--- src/rtl/upip_pkg.sv ---
// Shared types and constants of the URI path id parser.
// No dependencies; the interfaces and rtl modules reference it by scoped names.
package upip_pkg;

  localparam int unsigned ID_W       = 16;
  localparam int unsigned NUM_LEVELS = 4;
  localparam int unsigned CFG_IDX_W  = 1;
  localparam int unsigned CFG_DATA_W = 16;

  // configuration register indexes
  localparam logic [CFG_IDX_W-1:0] CFG_ID_LIMIT     = 1'd0;
  localparam logic [CFG_IDX_W-1:0] CFG_ALLOW_FOURTH = 1'd1;

  localparam logic [ID_W-1:0] ID_LIMIT_RST = 16'hFFFF;
  localparam logic [ID_W-1:0] ID_MAX       = 16'hFFFF;

  localparam logic [7:0] CHAR_SLASH = 8'h2F;
  localparam logic [7:0] CHAR_ZERO  = 8'h30;
  localparam logic [7:0] CHAR_NINE  = 8'h39;
  localparam logic [7:0] CHAR_SPACE = 8'h20;
  localparam logic [7:0] CHAR_TAB   = 8'h09;
  localparam logic [7:0] CHAR_CR    = 8'h0D;

  typedef struct packed {
    logic [7:0] char_byte;
    logic       last;
    logic       no_character;
  } upip_in_t;

  typedef struct packed {
    logic            accepted;
    logic [ID_W-1:0] consumed;
    logic [ID_W-1:0] object_id;
    logic            object_valid;
    logic [ID_W-1:0] instance_id;
    logic            instance_valid;
    logic [ID_W-1:0] resource_id;
    logic            resource_valid;
    logic [ID_W-1:0] res_instance_id;
    logic            res_instance_valid;
  } upip_out_t;

endpackage

--- src/rtl/upip_in_if.sv ---
// Valid/ready channel carrying one path byte per beat.
// Depends on upip_pkg for the payload type.
interface upip_in_if;
  logic               valid;
  logic               ready;
  upip_pkg::upip_in_t payload;

  modport source (output valid, output payload, input ready);
  modport sink   (input valid, input payload, output ready);
endinterface

--- src/rtl/upip_out_if.sv ---
// Valid/ready channel carrying one parse result per beat.
// Depends on upip_pkg for the payload type.
interface upip_out_if;
  logic                valid;
  logic                ready;
  upip_pkg::upip_out_t payload;

  modport source (output valid, output payload, input ready);
  modport sink   (input valid, input payload, output ready);
endinterface

--- src/rtl/uri_path_id_parser.sv ---
// Top level of the URI path id parser: input register, parse logic, result register.
// Depends on upip_pkg, upip_in_if and upip_out_if.
//
// Usage:
//   in_if  carries one byte of a path string per beat, with last marking the
//          final beat and no_character marking a beat without a byte (used to
//          close an empty string). Beats that are not last produce nothing.
//   out_if delivers exactly one result beat per string, on its last beat:
//          accept flag, consumed length (0 on reject) and four ids with
//          their valid flags.
//   cfg_*  writes id_limit (index 0) and allow_fourth_level (index 1); write
//          only while no string is in flight.
// Throughput: one beat per cycle; only a last beat waits while the result is held.
//   The result of a last beat is registered and then shows on out_if.
//   The per-byte work is one compare plus a multiply-by-ten add on the
//   16-bit accumulator, between the input register and the state/result regs.
// Reset (rst_n low, synchronous): drop any in-flight beat and result, clear
//   parse state, id_limit returns to 65535, allow_fourth_level to 1.
// Stall: a held result does not block byte beats; only a last beat waits in
//   the input register until the result register is free, and then in_if
//   backs up.
module uri_path_id_parser (
  input  logic                               clk,
  input  logic                               rst_n,
  upip_in_if.sink                            in_if,
  upip_out_if.source                         out_if,
  input  logic                               cfg_we,
  input  logic [upip_pkg::CFG_IDX_W-1:0]     cfg_index,
  input  logic [upip_pkg::CFG_DATA_W-1:0]    cfg_wdata
);

  // parse phase codes
  localparam logic [1:0] PH_SPACE     = 2'd0;
  localparam logic [1:0] PH_SEG_START = 2'd1;
  localparam logic [1:0] PH_DIGITS    = 2'd2;

  localparam int unsigned W = upip_pkg::ID_W;

  // configuration
  logic [W-1:0] id_limit_r;
  logic         allow4_r;

  // input register
  logic               s1_valid_r;
  upip_pkg::upip_in_t s1_data_r;

  // parse state
  logic [1:0]   phase_r,  phase_nxt;
  logic [1:0]   level_r,  level_nxt;
  logic [W-1:0] acc_r,    acc_nxt;
  logic [W-1:0] count_r,  count_nxt;
  logic         failed_r, failed_nxt;
  logic [W-1:0] ids_r   [upip_pkg::NUM_LEVELS];
  logic [W-1:0] ids_nxt [upip_pkg::NUM_LEVELS];
  logic [upip_pkg::NUM_LEVELS-1:0] vbits_r, vbits_nxt;

  // result register
  logic                out_valid_r;
  upip_pkg::upip_out_t out_data_r, out_data_nxt;

  logic out_free, s1_go;
  logic [7:0] c;
  logic is_white, is_digit;
  logic [W+3:0] acc_mul;
  logic ok;

  // handshake: a byte beat always advances, a last beat needs the result slot
  assign out_free    = !out_valid_r || out_if.ready;
  assign s1_go       = s1_valid_r && (!s1_data_r.last || out_free);
  assign in_if.ready = !s1_valid_r || s1_go;

  assign out_if.valid   = out_valid_r;
  assign out_if.payload = out_data_r;

  assign c        = s1_data_r.char_byte;
  assign is_white = (c == upip_pkg::CHAR_SPACE) ||
                    (c >= upip_pkg::CHAR_TAB && c <= upip_pkg::CHAR_CR);
  assign is_digit = (c >= upip_pkg::CHAR_ZERO) && (c <= upip_pkg::CHAR_NINE);
  // acc * 10 + digit; the digit value is the low nibble of an ASCII digit
  assign acc_mul  = {1'b0, acc_r, 3'b000} + {3'b000, acc_r, 1'b0} + {16'd0, c[3:0]};

  always_comb begin
    phase_nxt  = phase_r;
    level_nxt  = level_r;
    acc_nxt    = acc_r;
    count_nxt  = count_r;
    failed_nxt = failed_r;
    vbits_nxt  = vbits_r;
    for (int i = 0; i < upip_pkg::NUM_LEVELS; i++) begin
      ids_nxt[i] = ids_r[i];
    end
    ok = 1'b0;

    if (!s1_data_r.no_character) begin
      if (count_r != upip_pkg::ID_MAX) begin
        count_nxt = count_r + 16'd1;
      end
      if (!failed_r) begin
        unique case (phase_r)
          PH_SPACE: begin
            if (!is_white) begin
              if (c == upip_pkg::CHAR_SLASH) begin
                phase_nxt = PH_SEG_START;
                level_nxt = 2'd0;
              end else begin
                failed_nxt = 1'b1;
              end
            end
          end
          PH_SEG_START: begin
            if ((level_r == 2'd3 && !allow4_r) || !is_digit) begin
              failed_nxt = 1'b1;
            end else begin
              acc_nxt   = {12'd0, c[3:0]};
              phase_nxt = PH_DIGITS;
            end
          end
          default: begin
            if (is_digit) begin
              acc_nxt = (acc_mul > {4'd0, upip_pkg::ID_MAX}) ? upip_pkg::ID_MAX
                                                             : acc_mul[W-1:0];
            end else if (c == upip_pkg::CHAR_SLASH) begin
              // close the segment, then open the next level; a slash after the last allowed level fails
              if (acc_r >= id_limit_r) begin
                failed_nxt = 1'b1;
              end else begin
                ids_nxt[level_r]   = acc_r;
                vbits_nxt[level_r] = 1'b1;
                if (level_r == 2'd3 || (level_r == 2'd2 && !allow4_r)) begin
                  failed_nxt = 1'b1;
                end else begin
                  level_nxt = level_r + 2'd1;
                  phase_nxt = PH_SEG_START;
                end
              end
            end else begin
              failed_nxt = 1'b1;
            end
          end
        endcase
      end
    end

    // end of string: close a pending segment and decide acceptance
    if (s1_data_r.last && !failed_nxt) begin
      if (phase_nxt == PH_SEG_START) begin
        ok = !(level_nxt == 2'd3 && !allow4_r);
      end else if (phase_nxt == PH_DIGITS && acc_nxt < id_limit_r) begin
        ids_nxt[level_nxt]   = acc_nxt;
        vbits_nxt[level_nxt] = 1'b1;
        ok = 1'b1;
      end
    end

    out_data_nxt.accepted           = ok;
    out_data_nxt.consumed           = ok ? count_nxt : '0;
    out_data_nxt.object_id          = vbits_nxt[0] ? ids_nxt[0] : '0;
    out_data_nxt.object_valid       = vbits_nxt[0];
    out_data_nxt.instance_id        = vbits_nxt[1] ? ids_nxt[1] : '0;
    out_data_nxt.instance_valid     = vbits_nxt[1];
    out_data_nxt.resource_id        = vbits_nxt[2] ? ids_nxt[2] : '0;
    out_data_nxt.resource_valid     = vbits_nxt[2];
    out_data_nxt.res_instance_id    = vbits_nxt[3] ? ids_nxt[3] : '0;
    out_data_nxt.res_instance_valid = vbits_nxt[3];

    // a finished string leaves a clean state for the next one
    if (s1_data_r.last) begin
      phase_nxt  = PH_SPACE;
      level_nxt  = 2'd0;
      acc_nxt    = '0;
      count_nxt  = '0;
      failed_nxt = 1'b0;
      vbits_nxt  = '0;
    end
  end

  // configuration registers
  always_ff @(posedge clk) begin
    if (!rst_n) begin
      id_limit_r <= upip_pkg::ID_LIMIT_RST;
      allow4_r   <= 1'b1;
    end else if (cfg_we) begin
      unique case (cfg_index)
        upip_pkg::CFG_ID_LIMIT:     id_limit_r <= cfg_wdata;
        upip_pkg::CFG_ALLOW_FOURTH: allow4_r   <= cfg_wdata[0];
        default: ;
      endcase
    end
  end

  // input register
  always_ff @(posedge clk) begin
    if (!rst_n) begin
      s1_valid_r <= 1'b0;
    end else if (in_if.ready) begin
      s1_valid_r <= in_if.valid;
    end
  end

  always_ff @(posedge clk) begin
    if (in_if.ready && in_if.valid) begin
      s1_data_r <= in_if.payload;
    end
  end

  // parse state: advance once per beat leaving the input register
  always_ff @(posedge clk) begin
    if (!rst_n) begin
      phase_r  <= PH_SPACE;
      level_r  <= 2'd0;
      acc_r    <= '0;
      count_r  <= '0;
      failed_r <= 1'b0;
      vbits_r  <= '0;
    end else if (s1_go) begin
      phase_r  <= phase_nxt;
      level_r  <= level_nxt;
      acc_r    <= acc_nxt;
      count_r  <= count_nxt;
      failed_r <= failed_nxt;
      vbits_r  <= vbits_nxt;
    end
  end

  // id store is masked by the valid bits, so it holds without reset
  always_ff @(posedge clk) begin
    if (s1_go) begin
      for (int i = 0; i < upip_pkg::NUM_LEVELS; i++) begin
        ids_r[i] <= ids_nxt[i];
      end
    end
  end

  // result register
  always_ff @(posedge clk) begin
    if (!rst_n) begin
      out_valid_r <= 1'b0;
    end else if (s1_go && s1_data_r.last) begin
      out_valid_r <= 1'b1;
    end else if (out_if.ready) begin
      out_valid_r <= 1'b0;
    end
  end

  always_ff @(posedge clk) begin
    if (s1_go && s1_data_r.last) begin
      out_data_r <= out_data_nxt;
    end
  end

endmodule

--- src/flat_wrapper.sv ---
// flat-port wrapper written by rule: the top's interface ports become plain ports
module uri_path_id_parser_flat 
  (clk, rst_n, cfg_we, cfg_index, cfg_wdata, in_if_valid, in_if_payload, in_if_ready, out_if_valid, out_if_payload, out_if_ready);
  upip_in_if in_if_i ();
  upip_out_if out_if_i ();
  input  logic clk;
  input  logic rst_n;
  input  logic cfg_we;
  input  logic [upip_pkg::CFG_IDX_W-1:0] cfg_index;
  input  logic [upip_pkg::CFG_DATA_W-1:0] cfg_wdata;
  input wire logic [$bits(in_if_i.valid)-1:0] in_if_valid;
  input wire logic [$bits(in_if_i.payload)-1:0] in_if_payload;
  output wire logic [$bits(in_if_i.ready)-1:0] in_if_ready;
  output wire logic [$bits(out_if_i.valid)-1:0] out_if_valid;
  output wire logic [$bits(out_if_i.payload)-1:0] out_if_payload;
  input wire logic [$bits(out_if_i.ready)-1:0] out_if_ready;
  assign in_if_i.valid = in_if_valid;
  assign in_if_i.payload = in_if_payload;
  assign in_if_ready = in_if_i.ready;
  assign out_if_valid = out_if_i.valid;
  assign out_if_payload = out_if_i.payload;
  assign out_if_i.ready = out_if_ready;
  uri_path_id_parser u_core (.clk(clk), .rst_n(rst_n), .in_if(in_if_i), .out_if(out_if_i), .cfg_we(cfg_we), .cfg_index(cfg_index), .cfg_wdata(cfg_wdata));
endmodule
--- config.mk ---
export PLATFORM = sky130hd
export DESIGN_NAME = uri_path_id_parser_flat
export DESIGN_NICKNAME = d
export VERILOG_FILES = /design/src/rtl/upip_pkg.sv /design/src/rtl/upip_in_if.sv /design/src/rtl/upip_out_if.sv /design/src/rtl/uri_path_id_parser.sv /design/src/flat_wrapper.sv
export SDC_FILE = /design/constraint.sdc
export NUM_CORES = 1
export LEC_CHECK = 0
export ABC_CLOCK_PERIOD_IN_PS = 6000
export BUFFER_PORTS_ARGS = -buffer_cell sky130_fd_sc_hd__buf_4
export CORE_MARGIN = 2
export CORE_UTILIZATION = 30
export CTS_BUF_LIST = sky130_fd_sc_hd__clkbuf_4 sky130_fd_sc_hd__clkbuf_8
export DETAILED_ROUTE_END_ITERATION = 7
export PLACE_DENSITY = 0.55
export SYNTH_ARGS = -nofsm -noshare
export SYNTH_HDL_FRONTEND = slang
export SYNTH_SLANG_ARGS = --single-unit
--- constraint.sdc ---
create_clock -name clk -period 6 [get_ports clk]
set_input_delay 0.9 -clock clk [delete_from_list [all_inputs] [get_ports clk]]
set_output_delay 0.9 -clock clk [all_outputs]
set_load 0.03 [all_outputs]
==> results of run 1 <==
==> cells in the mapped netlist (all sizes together) (4+ instances only) <==
cell type  instances  area share [%]
a22oi             77             4.5
edfxtp           159              37
nor2              49             1.4
mux2i            182              14
nand2             75             2.2
buf               37             1.7
nand4             17             1.2
inv               45             1.3
o211ai            24             1.4
clkbuf            48             1.4
o31ai              4            0.34
and2              19            0.92
nor4               5            0.29
a2bb2oi            5            0.53
o21a              11            0.64
ha                63             6.1
a211oi             8            0.54
dfxtp             60             9.3
xnor2             22             1.5
nand3b             4            0.23
a21oi             52             2.0
nor3              17             1.1
a2111oi            5            0.39
xor2               7            0.47
or3                8            0.39
a21boi             7            0.41
a22o               5            0.34
nor2b             22             1.1
a31oi              9            0.44
mux2              12             1.0
nand3             13            0.50
and3               8            0.39
o21ai             61             2.4
==> flip-flops by register name, summed over array words and instances, names as in the netlist <==
name,flops
u_core.acc_r,16
u_core.allow4_r,1
u_core.c,8
u_core.count_r,16
u_core.failed_r,1
u_core.id_limit_r,16
u_core.ids_r,64
u_core.level_r,2
u_core.out_if.payload,85
u_core.out_if.valid,1
u_core.phase_r,2
u_core.s1_data_r,2
u_core.s1_valid_r,1
u_core.vbits_r,4
==> logic make-up (layout without fill, tap and decap cells) <==
family / after synthesis / count (layout) / synth area share, %
simple gates: 254 / 254 / 10.8
xor+xnor: 29 / 29 / 1.96
mux: 194 / 194 / 15.1
fa+ha+maj: 65 / 65 / 6.41
buf+inv: 130 / 290 / 4.42
flops: 219 / 219 / 46.2
compound gates: 285 / 285 / 15.1
==> metal layers <==
layer	wire length [um]	share of wire, %	up-vias
li1	-	-	4717
met1	17800	47	4791
met2	17400	46	315
met3	2080	5.5	59
met4	683	1.8	0
met5	0	0	-
==> area by class of cell <==
class / instances / area (sq um) / share of cell area [%]
clock inverters: 13 / 65.1 / 0.424
well taps: 546 / 683 / 4.45
multi-input cells: 827 / 6410 / 41.7
clock buffers: 56 / 689 / 4.49
flip-flops and latches: 219 / 5980 / 38.9
repair buffers: 176 / 1370 / 8.93
inverters: 45 / 169 / 1.10
==> worst max-delay path, stage by stage (launching register included) <==
cell and delay (ps):
edfxtp_1 430, fa_1 550, fa_1 510, a211oi_2 300
o21ai_1 150, a211oi_2 330, mux2i_1 200, or3_1 440
buf_4 180, nor2_1 240, a2bb2oi_2 260, inv_1 80
ha_1 270, nand4_1 90, nor2_1 250, o31ai_1 140
a211o_2 370, nand4b_1 160, buf_12 260, mux2_1 350
==> through the flow <==
stage          std cells  hold slack (ps)  TNS [ps]
3_3_place_gp        1810              520         0
3_5_place_dp        1810              537         0
4_1_cts             1879              497         0
2_1_floorplan       1176              472         0
5_1_grt             1882              505     -20.3
6_report            1882              530         0
==> report_power, final <==
| group | switching, mW | total [mW] | internal (mW) |
|---|---|---|---|
| combinational | 0.0981 | 0.148 | 0.0501 |
| clock | 0.642 | 1.38 | 0.739 |
| sequential | 0.0165 | 1.66 | 1.64 |
| total | 0.756 | 3.19 | 2.43 |
==> final timing paths <==
kind | start | to | cells after the start
min | in_if_payload[6] | u_core.c[4] | 1
min reg2reg | u_core.count_r[3] | u_core.count_r[3] | 2
max | u_core.c[3] | u_core.ids_r[0][12] | 19
max reg2reg | u_core.c[3] | u_core.ids_r[0][12] | 19
==> layout by cell type, fill, tap and decap left out, drive strengths merged, types with 4 or more instances in the layout <==
cell type and instances:
a2111oi 5, a211oi 8, a21boi 7, a21oi 52, a22o 5, a22oi 77, a2bb2oi 5, a31oi 9
and2 19, and3 8, buf 176, clkbuf 56, clkinv 10, dfxtp 60, edfxtp 159, ha 63
inv 46, mux2 12, mux2i 182, nand2 75, nand3 13, nand3b 4, nand4 17, nor2 49
nor2b 22, nor3 17, nor4 5, o211ai 24, o21a 11, o21ai 61, o31ai 4, or3 8
xnor2 22, xor2 7
==> what timing repair did <==
item / 4_1_cts / 5_1_grt
hold buffers: 0 / 0
resized for setup: 0 / 3
endpoints found under the setup margin: 0 / 127
setup buffers: 0 / 3
==> impl_metrics.tcl, run 1 <==
set metrics [dict create \
    synthFlopType "edfxtp_1" \
    grt_overflow 0 \
    synth.avg_cell_area_sq_um 11.0 \
    fin_nets 1404 \
    avgRoutedWirePerCell_um 20.2 \
    numCtsBuffers 38 \
    drcViolationCount 0 \
    clk_pin_slew_ps 60 \
    yosysWarnings 0 \
    met1_usage_pct 23.6 \
    fin_crit_ps 5810 \
    cts.sink_count 219 \
    grt_max_degree 76 \
    die_h_um 212 \
    final_hold_viol_count 0 \
    vias 9882 \
    path_max_fanout 34 \
    syn_to_final_growth_pct 18.8 \
    ant_nets 0 \
    row_count 76 \
    async_reset_ff_share_pct 0 \
    die-area_sq_um 44800 \
    design_area_sq_um 15400 \
    synth_area_sq_um 12900 \
    finalSetupViolCount 0 \
    pre_cts_ws_ps 107 \
    cts_buffer_depth 3 \
    crit_arrival_ps 6110 \
    status "complete, no violations" \
    hp-class "in2reg" \
    fill_cells 4271 \
    cts_root_buffer "clkbuf_8" \
    r2r_slack_ps 190 \
    ir_worst_vdd_uv 125 \
    leakage_nw 6.48 \
    gr-usage-met2_pct 26.4 \
    placed_area_sq_um 14600 \
    die_w_um 212 \
    slew_headroom_pct 22.6 \
    worstSetupPathType "reg2reg" \
    synth.net_count 1273 \
    cts_tree "done" \
    antenna_found_initial 0 \
    worstSetupEndpointType "flip-flop" \
    diodes 0 \
    fin_util_pct 35.9 \
    io_buffers 118 \
    via_per_inst 5.25 \
    cp.required_ps 6300 \
    drive_gt1_share_pct 20.6 \
    start_kind "flip-flop" \
    htree_levels 2 \
    cap_violations 0 \
    timing.final.ws_setup_ps 191 \
    yosys.cell_types.count 71 \
    syn-instance-count 1176 \
    p_per_area_nw_per_um2 208 \
    synth_edf_count 159 \
    top_usage_layer "met2" \
    wl_um 37900 \
    worst_pin_slew_ps 1160 \
    power_mw 3.19 \
    ys_seq_area_share_pct 46.2 \
    grt_pass1_vias 9543 \
    post-route-period-util_pct 96.8 \
    use_met3_pct 2.77 \
    ios 119 \
    fin_skew_ps 18.8 \
    dp_hpwl_um 26500 \
    final_max_slew_viol_count 0 \
    clk_latency_ps 560 \
    dr.pass1.iters 5 \
    grt_pass1_wl_um 57400 \
    initial_core_util_pct 30.2 \
    design.core.area_sq_um 42800 \
    ys_ff_latch 219 \
    fmax_mhz 172 \
    drtIter0Drc 896 \
    grt_use_total_pct 16.6 \
    globalplace.congestion 0.896 \
]
(Power assumes the default switching activity.)
==> inputs of run 2 (changes only) <==
--- a/config.mk
+++ b/config.mk
@@ -7,11 +7,13 @@
 export LEC_CHECK = 0
 export ABC_CLOCK_PERIOD_IN_PS = 6000
 export BUFFER_PORTS_ARGS = -buffer_cell sky130_fd_sc_hd__buf_4
+export CELL_PAD_IN_SITES_DETAIL_PLACEMENT = 1
+export CELL_PAD_IN_SITES_GLOBAL_PLACEMENT = 1
 export CORE_MARGIN = 2
 export CORE_UTILIZATION = 30
 export CTS_BUF_LIST = sky130_fd_sc_hd__clkbuf_4 sky130_fd_sc_hd__clkbuf_8
 export DETAILED_ROUTE_END_ITERATION = 7
-export PLACE_DENSITY = 0.55
+export PLACE_DENSITY = 0.64
 export SYNTH_ARGS = -nofsm -noshare
 export SYNTH_HDL_FRONTEND = slang
 export SYNTH_SLANG_ARGS = --single-unit
==> run 2 against run 1 <==
Net effect:
- global-route usage is 0.49 points higher
- final cell count rose by 0.64%
- design area rose by 1.1%
- count of clock-buffer cells in the layout rose by 4
- sequential cell count unchanged
- fmax is 1.2% higher
- sequential power is essentially flat
- via count is 0.18% higher
- clock power increased by 15%
- largest cell class unchanged
- highest routed layer unchanged
==> impl_metrics.tcl, run 2 (synthesized netlist as in run 1, its figures left out) <==
set metrics [dict create \
    final_max_slew_viol_count 0 \
    cts_root_buffer "clkbuf_8" \
    cp.required_ps 6370 \
    p_int_mw 2.58 \
    ant_nets 0 \
    initial_core_util_pct 30.2 \
    finalSetupViolCount 0 \
    comb_power_share_pct 4.6 \
    rsz0062_at_grt "no" \
    final_cell_mix "182 x mux2i_1, 175 x buf_4, 159 x edfxtp_1" \
    slowest_stage "edfxtp_1" \
    grt_use_total_pct 17.1 \
    pre_cts_ws_ps 38.2 \
    ir_worst_vdd_uv 135 \
    seqPwrFrac_pct 48.7 \
    grt_overflow 0 \
    cap_violations 0 \
    drtIter0Drc 547 \
    fill_cells 4769 \
    multiInputGateArea_sq_um 6420 \
    via_per_inst 5.23 \
    top_usage_layer "met2" \
    avgRoutedWirePerCell_um 20.4 \
    pwr-share-clk_pct 46.8 \
    syn_to_final_growth_pct 20.1 \
    fin_skew_ps 46.9 \
    path_buf_inv 4 \
    p_sw_mw 0.821 \
    numCtsBuffers 42 \
    fin_nets 1411 \
    drcViolationCount 0 \
    clk_latency_ps 620 \
    use_met3_pct 3.41 \
    cts_tree "done" \
    die_h_um 212 \
    switching_share_pct 24.1 \
    cts.sink_count 219 \
    fin_util_pct 36.3 \
    grt_pass1_wl_um 59400 \
    worst_pin_slew_ps 1320 \
    slew_headroom_pct 11.5 \
    post-route-period-util_pct 95.7 \
    timing.final.ws_setup_ps 260 \
    crit_start "u_core.c[2]" \
    ios 119 \
    dr.pass1.iters 4 \
    drive_gt1_share_pct 21.7 \
    crit_arrival_ps 6110 \
    crit_family "compound AO/OA/AOI/OAI gates" \
    fin_crit_ps 5740 \
    postCtsHoldBufs 0 \
    hp-class "in2reg" \
    row_count 76 \
    worstSetupEndpointType "flip-flop" \
    die-area_sq_um 44800 \
    antenna_found_initial 0 \
    wl_um 38600 \
    clk_pin_slew_ps 60 \
    path_max_fanout 17 \
    worstSetupPathType "reg2reg" \
    leakage_nw 6.56 \
    dp_hpwl_um 27200 \
    globalplace.congestion 0.910 \
    io_buffers 118 \
    grt_pass1_vias 10100 \
    gr-usage-met2_pct 26.0 \
    final-seq-area_sq_um 5980 \
    critical_path.cell_chain "ha_1, ha_1, fa_2, a211oi_2, o21ai_1, a211oi_2, mux2i_1, or3_1, buf_4, nor2_1, a2bb2oi_2, inv_1, ha_1, a21oi_1, nor2b_1, o211ai_1, a21oi_1, nor4b_4, buf_4, nand4b_1, clkbuf_16, mux2_1" \
    fin_hold_ws_ps 486 \
    diodes 0 \
    cpPeakStageDelay_ps 480 \
    fmax_mhz 174 \
    min_from "in_if_payload[0]" \
    status "complete, no violations" \
    htree_levels 2 \
    power_mw 3.40 \
    die_w_um 212 \
    cts_buffer_depth 3 \
    grt_max_degree 64 \
    finalSetupTns_ps 0 \
    vias 9900 \
    design.core.area_sq_um 42800 \
    rr_startpoint "u_core.c[2]" \
    cpMostUsedCell "ha_1" \
    p_per_area_nw_per_um2 219 \
    final_hold_viol_count 0 \
    met1_usage_pct 24.8 \
    final_common_cell "mux2i_1" \
    largest_reg_flops 85 \
    start_kind "flip-flop" \
]
## run 2: changes by cell type in the layout (fill, tap and decap cells not counted), sizes merged
cell	previous run	this run
buf	176	178
bufinv	0	2
clkbuf	56	61
clkinv	10	13
clkinvlp	2	1
inv	46	47
## run 2: path summary, 6_finish.rpt
path / to / slack [ps] / cells past startpoint
hold / removal: u_core.s1_data_r[0] / 490 / 1
setup reg to reg: u_core.out_if.payload[64] / 260 / 22
setup / recovery: u_core.out_if.payload[64] / 260 / 22
hold reg to reg: u_core.count_r[7] / 540 / 2
## run 2: timing repair
item | in CTS | in global routing
resized for setup | 0 | 5
endpoints found under the setup margin | 0 | 142
buffers inserted | 0 | 8
## run 2: per-stage QoR
step,std cells,cell area [sq um]
global route,1894,15500
CTS,1885,15400
finish,1894,15500
detailed placement,1807,14600
floorplan,1176,12900
global placement,1807,14600
## run 2: power groups by stage
stage / Sequential [mW] / Clock [mW] / Combinational, mW
2_1_floorplan: 1.70 / 0 / 0.0755
4_1_cts: 1.66 / 1.64 / 0.156
3_3_place_gp: 1.69 / 0 / 0.152
5_1_grt: 1.66 / 1.70 / 0.171
6_report: 1.66 / 1.59 / 0.156
3_5_place_dp: 1.69 / 0 / 0.155
## run 2: cell type report
cell class | count | share of cell area, %
sequential | 219 | 38.5
clock buffer | 60 | 4.75
clock inverter | 18 | 0.975
timing repair buffer | 179 | 8.95
inverter | 45 | 1.09
tap | 546 | 4.40
multi-input combinational | 827 | 41.3
## run 2: metal layers
metal / vias to the layer above / part of all wire, %
met5: - / 0
met4: 0 / 1.7
met3: 43 / 4.3
met2: 203 / 43
met1: 4926 / 51
li1: 4728 / -
## run 2: worst register-to-register path: stages, from the launching register on
cell and delay [ps]:
edfxtp_1 480, ha_1 340, ha_1 240, fa_2 390, a211oi_2 260, o21ai_1 140, a211oi_2 340, mux2i_1 180
or3_1 400, buf_4 190, nor2_1 200, a2bb2oi_2 190, inv_1 60, ha_1 290, a21oi_1 160, nor2b_1 60
o211ai_1 200, a21oi_1 150, nor4b_4 290, buf_4 190, nand4b_1 180, clkbuf_16 260, mux2_1 330
